File: src/rtl/fcte_pkg.sv
`default_nettype none

package fcte_pkg;

   localparam int unsigned OP_W        = 3;
   localparam int unsigned VAL_W       = 28;
   localparam int unsigned BA_W        = 14;
   localparam int unsigned BD_W        = 8;
   localparam int unsigned ST_W        = 2;
   localparam int unsigned KIND_W      = 2;
   localparam int unsigned CNT_W       = 12;
   localparam int unsigned CL_W        = CNT_W + 1;
   localparam int unsigned EA_W        = CL_W + 2;
   localparam int unsigned ACC_W       = 32;
   localparam int unsigned CSR_IDX_W   = 1;
   localparam int unsigned CSR_DATA_W  = 12;
   localparam int unsigned REQ_TDATA_W = 80;
   localparam int unsigned RSP_TDATA_W = 32;

   localparam logic [VAL_W-1:0] GEN_BAD       = 28'h0ffffff7;
   localparam logic [VAL_W-1:0] GEN_EOC       = 28'h0fffffff;
   localparam logic [11:0]      NAT12_BAD     = 12'hff7;
   localparam logic [11:0]      NAT12_EOC     = 12'hff8;
   localparam logic [15:0]      NAT16_BAD     = 16'hfff7;
   localparam logic [15:0]      NAT16_EOC     = 16'hfff8;
   localparam logic [VAL_W-1:0] NAT32_BAD     = 28'h0ffffff7;
   localparam logic [VAL_W-1:0] NAT32_EOC     = 28'h0ffffff8;
   localparam logic [CL_W-1:0]  FIRST_CLUSTER = 13'd2;
   localparam logic [CNT_W-1:0] COUNT_RESET   = 12'd4094;

   typedef enum logic [OP_W-1:0] {
      OP_READ    = 3'd0,
      OP_WRITE   = 3'd1,
      OP_ALLOC   = 3'd2,
      OP_COUNT   = 3'd3,
      OP_BYTE_WR = 3'd4,
      OP_BYTE_RD = 3'd5
   } op_type;

   typedef enum logic [ST_W-1:0] {
      STS_OK      = 2'd0,
      STS_FULL    = 2'd1,
      STS_RANGE   = 2'd2,
      STS_REFUSED = 2'd3
   } status_type;

   typedef enum logic [KIND_W-1:0] {
      KIND_FAT12 = 2'd0,
      KIND_FAT16 = 2'd1,
      KIND_FAT32 = 2'd2
   } kind_type;

   typedef enum logic [CSR_IDX_W-1:0] {
      CSR_TABLE_KIND    = 1'd0,
      CSR_CLUSTER_COUNT = 1'd1
   } csr_index_type;

   typedef enum logic [2:0] {
      CUR_HOLD,
      CUR_CLUSTER,
      CUR_ALLOC,
      CUR_FIRST,
      CUR_NEXT
   } cur_op_type;

   typedef enum logic [3:0] {
      S_CLEAR,
      S_IDLE,
      S_START,
      S_READ,
      S_LATCH,
      S_EVAL,
      S_WRITE,
      S_BYTE_WR,
      S_BYTE_RD,
      S_BYTE_CAP,
      S_RESP
   } ctl_state_type;

   typedef struct packed {
      logic       accept;
      logic       clr_wr;
      logic       mem_rd_entry;
      logic       mem_wr_entry;
      logic       mem_rd_byte;
      logic       mem_wr_byte;
      logic       k_clr;
      logic       k_inc;
      logic       latch;
      cur_op_type cur_op;
      logic       cnt_clr;
      logic       cnt_inc;
      logic       res_entry;
      logic       res_cur;
      logic       res_inc;
      logic       res_byte;
      logic       ss_update;
      logic       st_set;
      status_type st_value;
      logic       out_load;
   } ctl_cmd_type;

   typedef struct packed {
      logic [OP_W-1:0] op;
      logic            cl_ok;
      logic            ev_zero;
      logic            n_zero;
      logic            k_last;
      logic            entry_free;
      logic            kind12;
      logic            clr_last;
      logic            at_last;
      logic            scan_last;
   } dp_stat_type;

endpackage

`default_nettype wire

File: src/rtl/fcte_ctrl.sv
`default_nettype none

module fcte_ctrl (
   input  wire                  clock,
   input  wire                  reset,
   input  wire                  req_tvalid,
   output logic                 req_tready,
   output logic                 rsp_tvalid,
   input  wire                  rsp_tready,
   input  fcte_pkg::dp_stat_type stat,
   output fcte_pkg::ctl_cmd_type cmd
);

   fcte_pkg::ctl_state_type state_ff, state_in;
   logic                    rsp_tvalid_ff;
   logic                    out_free;

   assign out_free   = !rsp_tvalid_ff || rsp_tready;
   assign req_tready = (state_ff == fcte_pkg::S_IDLE);
   assign rsp_tvalid = rsp_tvalid_ff;

   always_ff @(posedge clock) begin
      if (reset) begin
         state_ff      <= fcte_pkg::S_CLEAR;
         rsp_tvalid_ff <= 1'b0;
      end else begin
         state_ff <= state_in;
         if (cmd.out_load) begin
            rsp_tvalid_ff <= 1'b1;
         end else if (rsp_tready) begin
            rsp_tvalid_ff <= 1'b0;
         end
      end
   end

   always_comb begin
      state_in = state_ff;
      unique case (state_ff)
         fcte_pkg::S_CLEAR: begin
            if (stat.clr_last) state_in = fcte_pkg::S_IDLE;
         end
         fcte_pkg::S_IDLE: begin
            if (req_tvalid) state_in = fcte_pkg::S_START;
         end
         fcte_pkg::S_START: begin
            unique case (stat.op)
               fcte_pkg::OP_READ: begin
                  state_in = stat.cl_ok ? fcte_pkg::S_READ : fcte_pkg::S_RESP;
               end
               fcte_pkg::OP_WRITE: begin
                  if (!stat.cl_ok) state_in = fcte_pkg::S_RESP;
                  else if (stat.kind12) state_in = fcte_pkg::S_READ;
                  else state_in = fcte_pkg::S_WRITE;
               end
               fcte_pkg::OP_ALLOC: begin
                  state_in = (stat.ev_zero || stat.n_zero) ? fcte_pkg::S_RESP
                                                           : fcte_pkg::S_READ;
               end
               fcte_pkg::OP_COUNT: begin
                  state_in = stat.n_zero ? fcte_pkg::S_RESP : fcte_pkg::S_READ;
               end
               fcte_pkg::OP_BYTE_WR: state_in = fcte_pkg::S_BYTE_WR;
               fcte_pkg::OP_BYTE_RD: state_in = fcte_pkg::S_BYTE_RD;
               default:              state_in = fcte_pkg::S_RESP;
            endcase
         end
         fcte_pkg::S_READ:  state_in = fcte_pkg::S_LATCH;
         fcte_pkg::S_LATCH: begin
            state_in = stat.k_last ? fcte_pkg::S_EVAL : fcte_pkg::S_READ;
         end
         fcte_pkg::S_EVAL: begin
            unique case (stat.op)
               fcte_pkg::OP_WRITE: state_in = fcte_pkg::S_WRITE;
               fcte_pkg::OP_ALLOC: begin
                  if (stat.entry_free) state_in = fcte_pkg::S_WRITE;
                  else if (stat.scan_last) state_in = fcte_pkg::S_RESP;
                  else state_in = fcte_pkg::S_READ;
               end
               fcte_pkg::OP_COUNT: begin
                  state_in = stat.at_last ? fcte_pkg::S_RESP : fcte_pkg::S_READ;
               end
               default: state_in = fcte_pkg::S_RESP;
            endcase
         end
         fcte_pkg::S_WRITE: begin
            if (stat.k_last) state_in = fcte_pkg::S_RESP;
         end
         fcte_pkg::S_BYTE_WR:  state_in = fcte_pkg::S_RESP;
         fcte_pkg::S_BYTE_RD:  state_in = fcte_pkg::S_BYTE_CAP;
         fcte_pkg::S_BYTE_CAP: state_in = fcte_pkg::S_RESP;
         fcte_pkg::S_RESP: begin
            if (out_free) state_in = fcte_pkg::S_IDLE;
         end
         default: state_in = fcte_pkg::S_IDLE;
      endcase
   end

   always_comb begin
      cmd = '0;
      unique case (state_ff)
         fcte_pkg::S_CLEAR: cmd.clr_wr = 1'b1;
         fcte_pkg::S_IDLE:  cmd.accept = req_tvalid;
         fcte_pkg::S_START: begin
            cmd.k_clr = 1'b1;
            unique case (stat.op) inside
               fcte_pkg::OP_READ, fcte_pkg::OP_WRITE: begin
                  if (stat.cl_ok) begin
                     cmd.cur_op = fcte_pkg::CUR_CLUSTER;
                  end else begin
                     cmd.st_set   = 1'b1;
                     cmd.st_value = fcte_pkg::STS_RANGE;
                  end
               end
               fcte_pkg::OP_ALLOC: begin
                  if (stat.ev_zero) begin
                     cmd.st_set   = 1'b1;
                     cmd.st_value = fcte_pkg::STS_REFUSED;
                  end else if (stat.n_zero) begin
                     cmd.st_set   = 1'b1;
                     cmd.st_value = fcte_pkg::STS_FULL;
                  end else begin
                     cmd.cur_op  = fcte_pkg::CUR_ALLOC;
                     cmd.cnt_clr = 1'b1;
                  end
               end
               fcte_pkg::OP_COUNT: cmd.cur_op = fcte_pkg::CUR_FIRST;
               default: ;
            endcase
         end
         fcte_pkg::S_READ: cmd.mem_rd_entry = 1'b1;
         fcte_pkg::S_LATCH: begin
            cmd.latch = 1'b1;
            cmd.k_inc = 1'b1;
         end
         fcte_pkg::S_EVAL: begin
            cmd.k_clr = 1'b1;
            unique case (stat.op)
               fcte_pkg::OP_READ: cmd.res_entry = 1'b1;
               fcte_pkg::OP_ALLOC: begin
                  if (stat.entry_free) begin
                     cmd.res_cur   = 1'b1;
                     cmd.ss_update = 1'b1;
                  end else if (stat.scan_last) begin
                     cmd.st_set   = 1'b1;
                     cmd.st_value = fcte_pkg::STS_FULL;
                  end else begin
                     cmd.cnt_inc = 1'b1;
                     cmd.cur_op  = fcte_pkg::CUR_NEXT;
                  end
               end
               fcte_pkg::OP_COUNT: begin
                  cmd.res_inc = stat.entry_free;
                  if (!stat.at_last) cmd.cur_op = fcte_pkg::CUR_NEXT;
               end
               default: ;
            endcase
         end
         fcte_pkg::S_WRITE: begin
            cmd.mem_wr_entry = 1'b1;
            cmd.k_inc        = 1'b1;
         end
         fcte_pkg::S_BYTE_WR:  cmd.mem_wr_byte = 1'b1;
         fcte_pkg::S_BYTE_RD:  cmd.mem_rd_byte = 1'b1;
         fcte_pkg::S_BYTE_CAP: cmd.res_byte    = 1'b1;
         fcte_pkg::S_RESP:     cmd.out_load    = out_free;
         default: ;
      endcase
   end

endmodule

`default_nettype wire

File: config.mk
export PLATFORM = sky130hd
export DESIGN_NAME = fcte_ctrl
export DESIGN_NICKNAME = d
export VERILOG_FILES = /design/src/rtl/fcte_pkg.sv /design/src/rtl/fcte_ctrl.sv
export SDC_FILE = /design/constraint.sdc
export NUM_CORES = 1
export LEC_CHECK = 0
export BUFFER_PORTS_ARGS = -buffer_cell sky130_fd_sc_hd__buf_4
export CAP_MARGIN = 10
export CORE_MARGIN = 5
export CORE_UTILIZATION = 45
export CTS_CLUSTER_DIAMETER = 80
export DETAILED_ROUTE_END_ITERATION = 10
export GPL_ROUTABILITY_DRIVEN = 0
export GPL_TIMING_DRIVEN = 0
export PLACE_DENSITY = 0.9
export SLEW_MARGIN = 20
export SYNTH_ARGS = -nofsm -noshare
export SYNTH_HDL_FRONTEND = slang
export SYNTH_SLANG_ARGS = --single-unit
export TNS_END_PERCENT = 20
File: constraint.sdc
create_clock -name clock -period 5.9 [get_ports clock]
set_clock_uncertainty 0.15 [all_clocks]
set_input_delay 1.77 -clock clock [delete_from_list [all_inputs] [get_ports clock]]
set_output_delay 1.77 -clock clock [all_outputs]
set_load 0.01 [all_outputs]
== Word level (Yosys, flattened, before mapping) ==
Cells that the tools add are included.

* Bits in registers: 5
* Latch bits: 0
* RAM bits: 0
* Memory bits (read-only): 0
* Output and inout bits: 25
* Memories kept: 0

* Add/sub/neg operators: 0
* Multiply operators: 0
* Div/mod/pow operators: 0
* Order comparisons: 0
* Equality and inequality tests: 19
* Shift operators: 0
* Muxes and demuxes: 57
* Bitwise operators: 0
* Reductions and logical operators: 11

{| class="wikitable"
|+ Operators by type and width
! cell !! count
|-
| two-way mux 4 bit || 14
|-
| case mux 4 bit (10 select lines) || 1
|-
| two-way mux 3 bit || 11
|-
| two-way mux 1 bit || 24
|-
| case mux 3 bit (2 select lines) || 4
|-
| case mux 4 bit (6 select lines) || 1
|-
| equality test 4 x 3 -> 1 bit (second input constant) || 4
|-
| equality test 4 bit (second input constant) || 3
|-
| case mux 4 bit (3 select lines) || 1
|-
| case mux 3 bit (3 select lines) || 1
|-
| equality test 4 x 2 -> 1 bit (second input constant) || 2
|-
| != test 2 bit (second input constant) || 4
|-
| OR reduction 2 bit || 4
|-
| equality test 3 x 2 -> 1 bit (second input constant) || 2
|-
| equality test 3 bit (second input constant) || 2
|-
| equality test 4 x 1 -> 1 bit (second input constant) || 1
|-
| logical NOT 4 bit || 1
|-
| AND reduction 4 bit || 1
|-
| equality test 3 x 1 -> 1 bit (second input constant) || 1
|-
| logical NOT 3 bit || 1
|-
| logical OR 1 bit || 2
|-
| nonzero test 2 bit || 1
|-
| logical NOT 1 bit || 1
|}

== Longest topological paths before layout ==
Gate-level depths: netlist of run 1.

* Word-level depth: 4
* Gate-level depth with buffers: 6
* Depth with buffers taken out: 4

== Worst setup path before layout of run 1 ==
OpenSTA, ideal clock, no wires.

* Path type: input -> output
* Start: in stat[10] (netlist name)
* End: out cmd[7] (netlist name)
* Arrival time: 2.831 ns
* Required time: 3.980 ns
* Path slack: 1.149 ns
* Stages on the path: 5
* Path through: buf_1 nor2b_1 nand2_1 nor3_1 buf_4

{| class="wikitable"
|+ RTL lines
! what !! line !! text
|-
| start, declared || fcte_ctrl.sv:10 || <nowiki>input fcte_pkg::dp_stat_type stat,</nowiki>
|-
| end, declared || fcte_ctrl.sv:11 || <nowiki>output fcte_pkg::ctl_cmd_type cmd</nowiki>
|}

==> metrics.md, run 1 <==
| Metric | Value |
|---|---|
| Initial cell density of the core | `45.9%` |
| Worst slack, placed | `roughly 0.93 ns` |
| CTS-repair resized insts | `0` |
| Synth Area in Compound Gates | `between 20 and 30%` |
| Smallest hold slack | `between 0.4 and 0.5 ns` |
| N_diodes | `0` |
| H-tree levels | `1` |
| Internal | `86.9 uW` |
| Finished Core Util | `66.6%` |
| Max-cap viol count | `0` |
| Clock share of power | `between 20% and 30%` |
| Xor/xnor share of the synthesized area | `1.13%` |
| Max Slew Vio Count | `0` |
| Setup bufs post-CTS | `0` |
| Yosys top cell by area | `dfxtp_1` |
| Clk buf depth | `2` |
| First-pass GRT wire length | `approximately 4100 um` |
| Vias in the first global route | `997` |
| Sequential group share of total power | `a little over a quarter` |
| Total Routed Length | `2520 um` |
| Combinational group share of total power | `43.3%` |
| Cell area power density | `119 nW/um2` |
| Fin crit period | `around 5 ns` |
| CP endpoint kind | `primary output` |
| CP Data Arrival Time | `3.13 ns` |
| Fraction of the cycle the final worst path needs | `85.5%` |
| Vias | `1,075` |
| CTS buffer count | `3` |
| Design area | `around 1100 um2` |
| First drt pass iteration count | `4` |
| Clk slew on worst S/H paths | `0.04 ns` |
| Hold Crit Class | `register to register` |
| Placed inst area | `1100 um2` |
| Crit path launch type | `input port` |
| DP HPWL | `approximately 2000 um` |
| Wire per inst | `around 14 um` |
| Clock Sinks | `5` |
| Final TNS setup | `0 ns` |
| Worst EP required | `3.98 ns` |
| Number of cell rows | `15` |
| RSZ-0062 raised after global routing | `no` |
| Initial antenna violation count | `0` |
| Pleak | `0.511 nW` |
| Largest net degree at the start of global routing | `11` |
| Worst setup slack after layout | `0.853 ns` |
| Sw frac | `34.9%` |
| Top Ports | `41` |
| Warnings, synthesis | `0` |
| Crit Path Max Fanout | `10` |
| Synthesized area | `roughly 780 um2` |
| Die area | `2650 um2` |
| Total grt overflow | `0` |
| Synth area leaders | `dfxtp_1 13%, nor2_1 7.3%, nand2b_1 4.8%` |
| WS Path Type | `input port to primary output` |
| Hold-fix buffers at CTS | `0` |
| Register bit count reported by yosys | `5` |
| Dpl cells | `about 170` |
| Antenna Nets Post-Route | `0` |
| EDFF count, synth | `0` |
| PortBufs | `40` |
| Hold Vio Cnt, Final | `0` |
| CTS tree | `done` |
| Mean Syn Cell Area | `6.63 um2` |
| GRT Util Overall | `roughly 20%` |
| CTS root buf | `clkbuf_4` |
| Fmax achieved | `between 150 and 200 MHz` |
| DR iter-0 viols | `45` |
| Ys async rst share | `0%` |
| Cell variety after synth | `43` |
| Die Y | `51.5 um` |
| Synth Instances | `approximately 120` |
| Seq/Total Area, Yosys | `12.9%` |
| Mux contribution to synthesized area | `2.58%` |
| Vias/cell | `6.04` |
| Final setup violating endpoints | `0` |
| P_sw | `46.5 uW` |
| Layout area overhead | `45.0%` |
| DIE WIDTH | `roughly 52 um` |
| Worst vdd ir | `0.0000977 V` |
| Design Power | `133 uW` |
| Final #Nets | `178` |
| Ys flop type | `dfxtp_1` |
| Post-Synth Adder-Cell Area | `0%` |
| Post-synthesis simple-gate area fraction | `42.9%` |
| Syn Nets | `133` |
| Status | `finished, final reports clean` |
| Core area | `about 1700 um2` |
| Layout cells sized above 1 | `31.1%` |
| Max-slew headroom | `66.2%` |
| Worst Tran Pin Value | `0.502 ns` |
| DRC violation count after routing | `0` |
| Top cell type's share of synthesized area | `12.9%` |
| Non-filler instance count after layout | `178` |
| Largest family of logic cells by synthesized area | `simple AND/OR/NAND/NOR gates` |
| Clk_lat worst skew | `about 0.24 ns` |
-- power groups by stage --
stage          combinational [mW]  clock (mW)  sequential (mW)
2_1_floorplan              0.0333           0           0.0363
3_3_place_gp               0.0550           0           0.0364
3_5_place_dp               0.0564           0           0.0365
4_1_cts                    0.0567      0.0418           0.0358
5_1_grt                    0.0629      0.0450           0.0360
6_report                   0.0577      0.0399           0.0358
-- cell usage after synthesis (4+ instances only) --
cell,instances
dfxtp_1,5
o21ai_0,5
nor2_1,15
nor2b_1,5
nor3_1,7
nand2_1,6
clkbuf_1,5
nand2b_1,6
and3_1,4
a21oi_1,5
inv_1,6
-- critical path, stage by stage --
cell and delay (ns):
buf_4 0.10, buf_1 0.35, nor2b_1 0.31, nand2_1 0.11, nor3_1 0.22, buf_4 0.15, buf_4 0.10
-- metal layers --
layer | global-route usage (%) | wire [um] | share of wire [%] | vias up
li1 | - | - | - | 522
met1 | 23.7 | 1070 | 42 | 486
met2 | 34.1 | 1210 | 48 | 65
met3 | 6.30 | 226 | 9.0 | 2
met4 | 2.62 | 10 | 0.40 | 0
met5 | 0 | 0 | 0 | -
-- sequential cells by signal, indices dropped and copies added, names as in the netlist --
name / count
state_ff: 4
rsp_tvalid: 1
-- cell families after synthesis --
kind of cell / after synthesis
and+or+nand+nor: 59
AOI/OAI and AO/OA: 32
buffers and inverters: 18
DFF: 5
muxes: 2
xor gates and xnor gates: 1
-- path summary, 6_finish.rpt --
kind | start | to | slack (ns) | cells after the start
worst max-delay path | stat[10] | cmd[7] | 0.85 | 7
worst min-delay path | rsp_tvalid | rsp_tvalid | 0.45 | 2
worst max register to register | state_ff[2] | state_ff[3] | 3.94 | 6
worst min register to register | rsp_tvalid | rsp_tvalid | 0.45 | 2
-- layout by cell type (no fill, tap or decap), types with 2 or more instances in the layout --
master    Yosys  layout
nand2b_1      6       6
a311oi_1      2       2
a211o_1       2       2
o21bai_1      3       3
nand2_1       6       6
o21ai_0       5       5
a21oi_1       5       5
buf_4         1      41
inv_1         6       6
clkbuf_1      5       5
nor2b_1       5       5
nor3_1        7       7
or4b_1        2       2
clkbuf_4      0       3
dfxtp_1       5       5
nor4_1        2       2
or3_1         3       3
a31oi_1       2       2
buf_2         3       3
mux2i_1       2       2
nor2_1       15      15
o22ai_1       2       2
buf_1         2       2
and3_1        4       4
a211oi_1      3       3
-- area by class of cell --
type / count / area (um2)
multi-input combinational: 94 / 593
fill: 152 / 564
timing repair buffer: 40 / 300
sequential: 5 / 100
buffer: 12 / 60.1
clock buffer: 3 / 22.5
inverter: 6 / 22.5
tap: 17 / 21.3
clock inverter: 1 / 5.00
(Power assumes the default switching activity.)
==> inputs of run 2 (changes only) <==
--- a/config.mk
+++ b/config.mk
@@ -12,7 +12,7 @@
 export CTS_CLUSTER_DIAMETER = 80
 export DETAILED_ROUTE_END_ITERATION = 10
 export GPL_ROUTABILITY_DRIVEN = 0
-export GPL_TIMING_DRIVEN = 0
+export GPL_TIMING_DRIVEN = 1
 export PLACE_DENSITY = 0.9
 export SLEW_MARGIN = 20
 export SYNTH_ARGS = -nofsm -noshare
==> metrics.md, run 2 (synthesis results as in run 1) <==
| Metric | Value |
|---|---|
| Status | `finished, final reports clean` |
| Worst Tran Pin Value | `0.616 ns (+0.114 ns)` |
| Crit Path Max Fanout | `17 (+7)` |
| Worst slack, placed | `1.18 ns (+0.258 ns)` |
| GRT Util Overall | `18.5% (-1.1 points)` |
| Commonest non-fill, non-tap cells in the layout | `40 x buf_4, 15 x nor2_1, 7 x nor3_1` |
| Worst setup slack after layout | `1.17 ns (+0.322 ns)` |
| Total grt overflow | `0 (unchanged)` |
| Layer with the highest usage | `met2` |
| Family with the most delay on the worst path | `simple AND/OR/NAND/NOR gates` |
| Wire per inst | `14.1 um (-0.56%)` |
| Die Y | `51.5 um (unchanged)` |
| DIE WIDTH | `51.5 um (unchanged)` |
| Finished Core Util | `63.0% (-3.6 points)` |
| Max Slew Vio Count | `0 (unchanged)` |
| Most common cell after layout, fill and taps aside | `buf_4` |
| Cell area power density | `122 nW/um2 (+3.0%)` |
| CP Data Arrival Time | `2.81 ns (-0.32 ns)` |
| Number of cell rows | `15 (unchanged)` |
| Die area | `2650 um2 (unchanged)` |
| DRC violation count after routing | `0 (unchanged)` |
| Clk slew on worst S/H paths | `0.05 ns (about the same)` |
| Layout cells sized above 1 | `29.5% (-1.5 points)` |
| Design Power | `130 uW (-2.6%)` |
| Clk_lat worst skew | `0.25 ns (about the same)` |
| Worst vdd ir | `0.0000787 V (-19%)` |
| Top Ports | `41 (unchanged)` |
| Critical path's largest stage delay | `0.37 ns (+0.02 ns)` |
| Fraction of the cycle the final worst path needs | `80.1% (-5.5 points)` |
| Fill cells | `158 (+3.9%)` |
| Final setup violating endpoints | `0 (unchanged)` |
| Worst EP required | `3.98 ns (about the same)` |
| CTS tree | `done` |
| Hold Crit Class | `register to register` |
| R2R Path Start | `state_ff[1]` |
| DP HPWL | `1790 um (-8.4%)` |
| CP cell instances | `buf_4 > or3_1 > a211oi_1 > buf_4` |
| Max-cap viol count | `0 (unchanged)` |
| Vias/cell | `6.05 (+0.25%)` |
| Largest net degree at the start of global routing | `22 (+11)` |
| RSZ-0062 raised after global routing | `no` |
| Initial antenna violation count | `0 (unchanged)` |
| Max-slew headroom | `58.9% (-7.3 points)` |
| Max reg flops | `4 (unchanged)` |
| Vias | `1,005 (-6.5%)` |
| CP max stage cell | `or3_1` |
| Crit path launch type | `input port` |
| Total Routed Length | `2340 um (-7.3%)` |
| WS Path Type | `input port to primary output` |
| Biggest register | `state_ff` |
| WP buf/inv | `2 (-2)` |
| Fmax achieved | `212 MHz (+6.8%)` |
| Met1 Usage GRT | `22.9% (-0.79 points)` |
| Initial cell density of the core | `45.9% (unchanged)` |
| Antenna Nets Post-Route | `0 (unchanged)` |
| Fin crit period | `4.73 ns (-0.322 ns)` |
| Met2 Usage GRT | `31.8% (-2.3 points)` |
| DR iter-0 viols | `24 (-47%)` |
| Vias in the first global route | `911 (-8.6%)` |
| H-tree levels | `1 (unchanged)` |
| CTS root buf | `clkbuf_4` |
| CTS-repair resized insts | `0 (unchanged)` |
| N_diodes | `0 (unchanged)` |
| Hold-fix buffers at CTS | `0 (unchanged)` |
| Pleak | `0.476 nW (-6.9%)` |
| Setup bufs post-CTS | `0 (unchanged)` |
| Final TNS setup | `0 ns (unchanged)` |
| Layout area overhead | `37.1%` |
| Clk buf depth | `2 (unchanged)` |
| CTS buffer count | `3 (unchanged)` |
| Beginning of the critical path | `stat[9]` |
| Core area | `1690 um2 (unchanged)` |
| Clock Sinks | `5 (unchanged)` |
| M3 GR Usage | `5.73% (-0.57 points)` |
| Final #Nets | `166 (-6.7%)` |
| Hold Vio Cnt, Final | `0 (unchanged)` |
| PortBufs | `40 (unchanged)` |
| CP endpoint kind | `primary output` |
| First-pass GRT wire length | `3850 um (-6.8%)` |
| First drt pass iteration count | `4 (unchanged)` |
| CP dominant cell by count | `buf_4` |
| Hold path startpoint | `rsp_tvalid` |
-- run 2: cell count changes in the layout (fill, tap and decap cells not counted) --
| cell | change |
|---|---|
| clkbuf_1 | -4 |
| buf_2 | -3 |
| buf_1 | -2 |
| buf_4 | -1 |
| buf_6 | -1 |
| clkinv_2 | -1 |
-- run 2: final cells by class --
cell class	count	area, um2	area share, %
clock buffer	4	26.3	2.47
tap	17	21.3	2.00
inverter	6	22.5	2.12
timing repair buffer	40	300	28.2
sequential	5	100	9.41
multi-input combinational	94	593	55.8
-- run 2: through the flow --
| stage | instance area, um2 | hold slack, ns | instances |
|---|---|---|---|
| finish | 1060 | 0.421 | 166 |
| global placement | 1040 | 0.415 | 162 |
| floorplan | 776 | 0.413 | 117 |
| detailed placement | 1040 | 0.417 | 162 |
| CTS | 1060 | 0.427 | 166 |
| global route | 1060 | 0.461 | 166 |
-- run 2: metal layers --
layer | wire length [um] | vias up
met5 | 0 | -
met4 | 4 | 0
met3 | 216 | 2
met2 | 1120 | 55
met1 | 994 | 454
li1 | - | 494
-- run 2: path summary, 6_finish.rpt --
check / to / slack, ns / depth (start not counted)
setup reg to reg: state_ff[0] / 3.67 / 4
setup / recovery: cmd[13] / 1.17 / 4
hold / removal: rsp_tvalid / 0.42 / 2
hold reg to reg: rsp_tvalid / 0.42 / 2
-- run 2: power breakdown --
part,internal (mW),switching [mW]
logic,0.0249,0.0228
clock network,0.0256,0.0149
registers,0.0354,0.00633
total,0.0859,0.0440
-- run 2: tightest hold or removal path, delay by kind of cell (launching register included) --
kind            cells  cell delay (ns)
compound gates      1             0.08
flops               1             0.31
simple gates        1             0.14
==> inputs of run 3 (changes only) <==
--- a/config.mk
+++ b/config.mk
@@ -8,12 +8,12 @@
 export BUFFER_PORTS_ARGS = -buffer_cell sky130_fd_sc_hd__buf_4
 export CAP_MARGIN = 10
 export CORE_MARGIN = 5
-export CORE_UTILIZATION = 45
+export CORE_UTILIZATION = 40
 export CTS_CLUSTER_DIAMETER = 80
 export DETAILED_ROUTE_END_ITERATION = 10
 export GPL_ROUTABILITY_DRIVEN = 0
 export GPL_TIMING_DRIVEN = 1
-export PLACE_DENSITY = 0.9
+export PLACE_DENSITY = 0.85
 export SLEW_MARGIN = 20
 export SYNTH_ARGS = -nofsm -noshare
 export SYNTH_HDL_FRONTEND = slang
==> constraint.sdc (replaced) <==
create_clock -name clock -period 3.9 [get_ports clock]
set_clock_uncertainty 0.15 [all_clocks]
set_input_delay 1.17 -clock clock [delete_from_list [all_inputs] [get_ports clock]]
set_output_delay 1.17 -clock clock [all_outputs]
set_load 0.01 [all_outputs]
==> metrics.md, run 3 (synthesis results as in run 1) <==
| Metric | Value |
|---|---|
| Status | `finished, final reports clean` |
| Crit path launch type | `input port` |
| Critical path's largest stage delay | `0.37 ns (about the same)` |
| Hold Crit Class | `register to register` |
| Vias in the first global route | `944 (+3.6%)` |
| Clk slew on worst S/H paths | `0.04 ns (about the same)` |
| DR iter-0 viols | `18 (-25%)` |
| Design Power | `195 uW (+50%)` |
| Beginning of the critical path | `stat[9]` |
| Final TNS setup | `0 ns (unchanged)` |
| Pleak | `0.481 nW (+1.1%)` |
| Antenna Nets Post-Route | `0 (unchanged)` |
| H-tree levels | `1 (unchanged)` |
| Layout area overhead | `39.7%` |
| Max Slew Vio Count | `0 (unchanged)` |
| R2R Path End | `state_ff[0]` |
| PortBufs | `40 (unchanged)` |
| Smallest hold slack | `0.428 ns (+0.00714 ns)` |
| Largest net degree at the start of global routing | `19 (-14%)` |
| Fmax achieved | `282 MHz` |
| Worst setup slack after layout | `0.356 ns (-0.819 ns)` |
| Top Ports | `41 (unchanged)` |
| CP max stage cell | `or3_1` |
| Clk_lat worst skew | `0.24 ns (about the same)` |
| Hold path startpoint | `rsp_tvalid` |
| Max-cap viol count | `0 (unchanged)` |
| Fin crit period | `3.54 ns` |
| Commonest non-fill, non-tap cells in the layout | `41 x buf_4, 15 x nor2_1, 7 x nor3_1` |
| DIE WIDTH | `54.0 um (+4.9%)` |
| Worst Tran Pin Value | `0.541 ns (-0.0742 ns)` |
| Total Routed Length | `2440 um (+4.2%)` |
| Hold Vio Cnt, Final | `0 (unchanged)` |
| Vias | `1,003 (-0.20%)` |
| N_diodes | `0 (unchanged)` |
| CP dominant cell by count | `buf_4` |
| Non-filler instance count after layout | `177 (+6.6%)` |
| Dpl cells | `173 (+6.8%)` |
| First-pass GRT wire length | `4010 um (+4.1%)` |
| Wire per inst | `13.8 um (-2.2%)` |
| CTS tree | `done` |
| Final #Nets | `167 (+0.60%)` |
| Clk buf depth | `2 (unchanged)` |
| Clock Sinks | `5 (unchanged)` |
| Worst slack, placed | `0.368 ns (-0.817 ns)` |
| Multi-input logic area | `593 um2 (unchanged)` |
| Die Y | `54.0 um (+4.9%)` |
| Most common cell after layout, fill and taps aside | `buf_4` |
| CP Data Arrival Time | `2.22 ns (-0.59 ns)` |
| Total grt overflow | `0 (unchanged)` |
| CTS buffer count | `3 (unchanged)` |
| Vias/cell | `5.67 (-6.4%)` |
| DRC violation count after routing | `0 (unchanged)` |
| Reg2Reg Setup Slack | `1.75 ns (-1.92 ns)` |
| Hold-fix buffers at CTS | `0 (unchanged)` |
| Sequential cell area | `100 um2 (unchanged)` |
| Initial cell density of the core | `40.8% (-5.1 points)` |
| DP HPWL | `1880 um (+4.6%)` |
| Core area | `1900 um2 (+13%)` |
| R2R Path Start | `state_ff[0]` |
| GRT Util Overall | `17.6% (-0.88 points)` |
| Worst Reg-to-Reg Cells | `4 (unchanged)` |
| WS Path Type | `input port to primary output` |
| Placed inst area | `1060 um2 (+1.9%)` |
| Initial antenna violation count | `0 (unchanged)` |
| Biggest register | `state_ff` |
| First drt pass iteration count | `4 (unchanged)` |
| Cell area power density | `180 nW/um2 (+47%)` |
| Fill cells | `193 (+22%)` |
| Fraction of the cycle the final worst path needs | `90.9%` |
| Die area | `2920 um2 (+10%)` |
| Design area | `1080 um2 (+1.9%)` |
| Max reg flops | `4 (unchanged)` |
| Max-slew headroom | `63.6% (+4.7 points)` |
| Number of cell rows | `16 (+1)` |
| Layout cells sized above 1 | `30.0% (+0.47 points)` |
| Hold Crit Depth | `2 (unchanged)` |
| Worst vdd ir | `0.0000961 V (+22%)` |
| Finished Core Util | `57.0% (-6.0 points)` |
| CP cell instances | `buf_4 > or3_1 > a211oi_1 > buf_4` |
| Worst hold endpoint | `rsp_tvalid` |
| CTS-repair resized insts | `0 (unchanged)` |
| Setup bufs post-CTS | `0 (unchanged)` |
| CTS root buf | `clkbuf_4` |
| RSZ-0062 raised after global routing | `no` |
| CP endpoint kind | `primary output` |
| Crit Path Max Fanout | `17 (unchanged)` |
| Final setup violating endpoints | `0 (unchanged)` |
| Worst EP required | `2.58 ns (-1.40 ns)` |
run 3: area by class of cell:
cell class	count	share of cell area [%]
Clock buffer	4	2.42
Inverter	6	2.08
Multi-Input combinational cell	94	54.7
Sequential cell	5	9.24
Tap cell	27	3.12
Timing Repair Buffer	41	28.4
run 3: how the worst max path moves through the flow:
stage / endpoint / slack, ns
after floorplan: cmd[7] / 0.35
after global placement: cmd[13] / 0.42
after detailed placement: cmd[13] / 0.37
after CTS: cmd[13] / 0.36
after global routing: cmd[13] / 0.29
final: cmd[13] / 0.36
run 3: layer usage:
metal | vias to the layer above | GRT usage (%) | part of all wire, % | wire (um)
met1 | 469 | 21.6 | 43 | 1050
met2 | 38 | 30.6 | 50 | 1210
met4 | 0 | 2.07 | 0 | 0
met5 | - | 0 | 0 | 0
met3 | 0 | 5.54 | 7.1 | 173
li1 | 496 | - | - | -
run 3: power by group:
part	internal [mW]	leakage, nW	switching [mW]
registers	0.0535	0.0406	0.00764
logic	0.0383	0.426	0.0370
clock network	0.0386	0.0150	0.0198
total	0.130	0.481	0.0644
run 3: critical path, delay by kind of cell:
family	cells	cell delay, ns
simple gates	1	0.37
buf+inv	2	0.35
compound gates	1	0.33
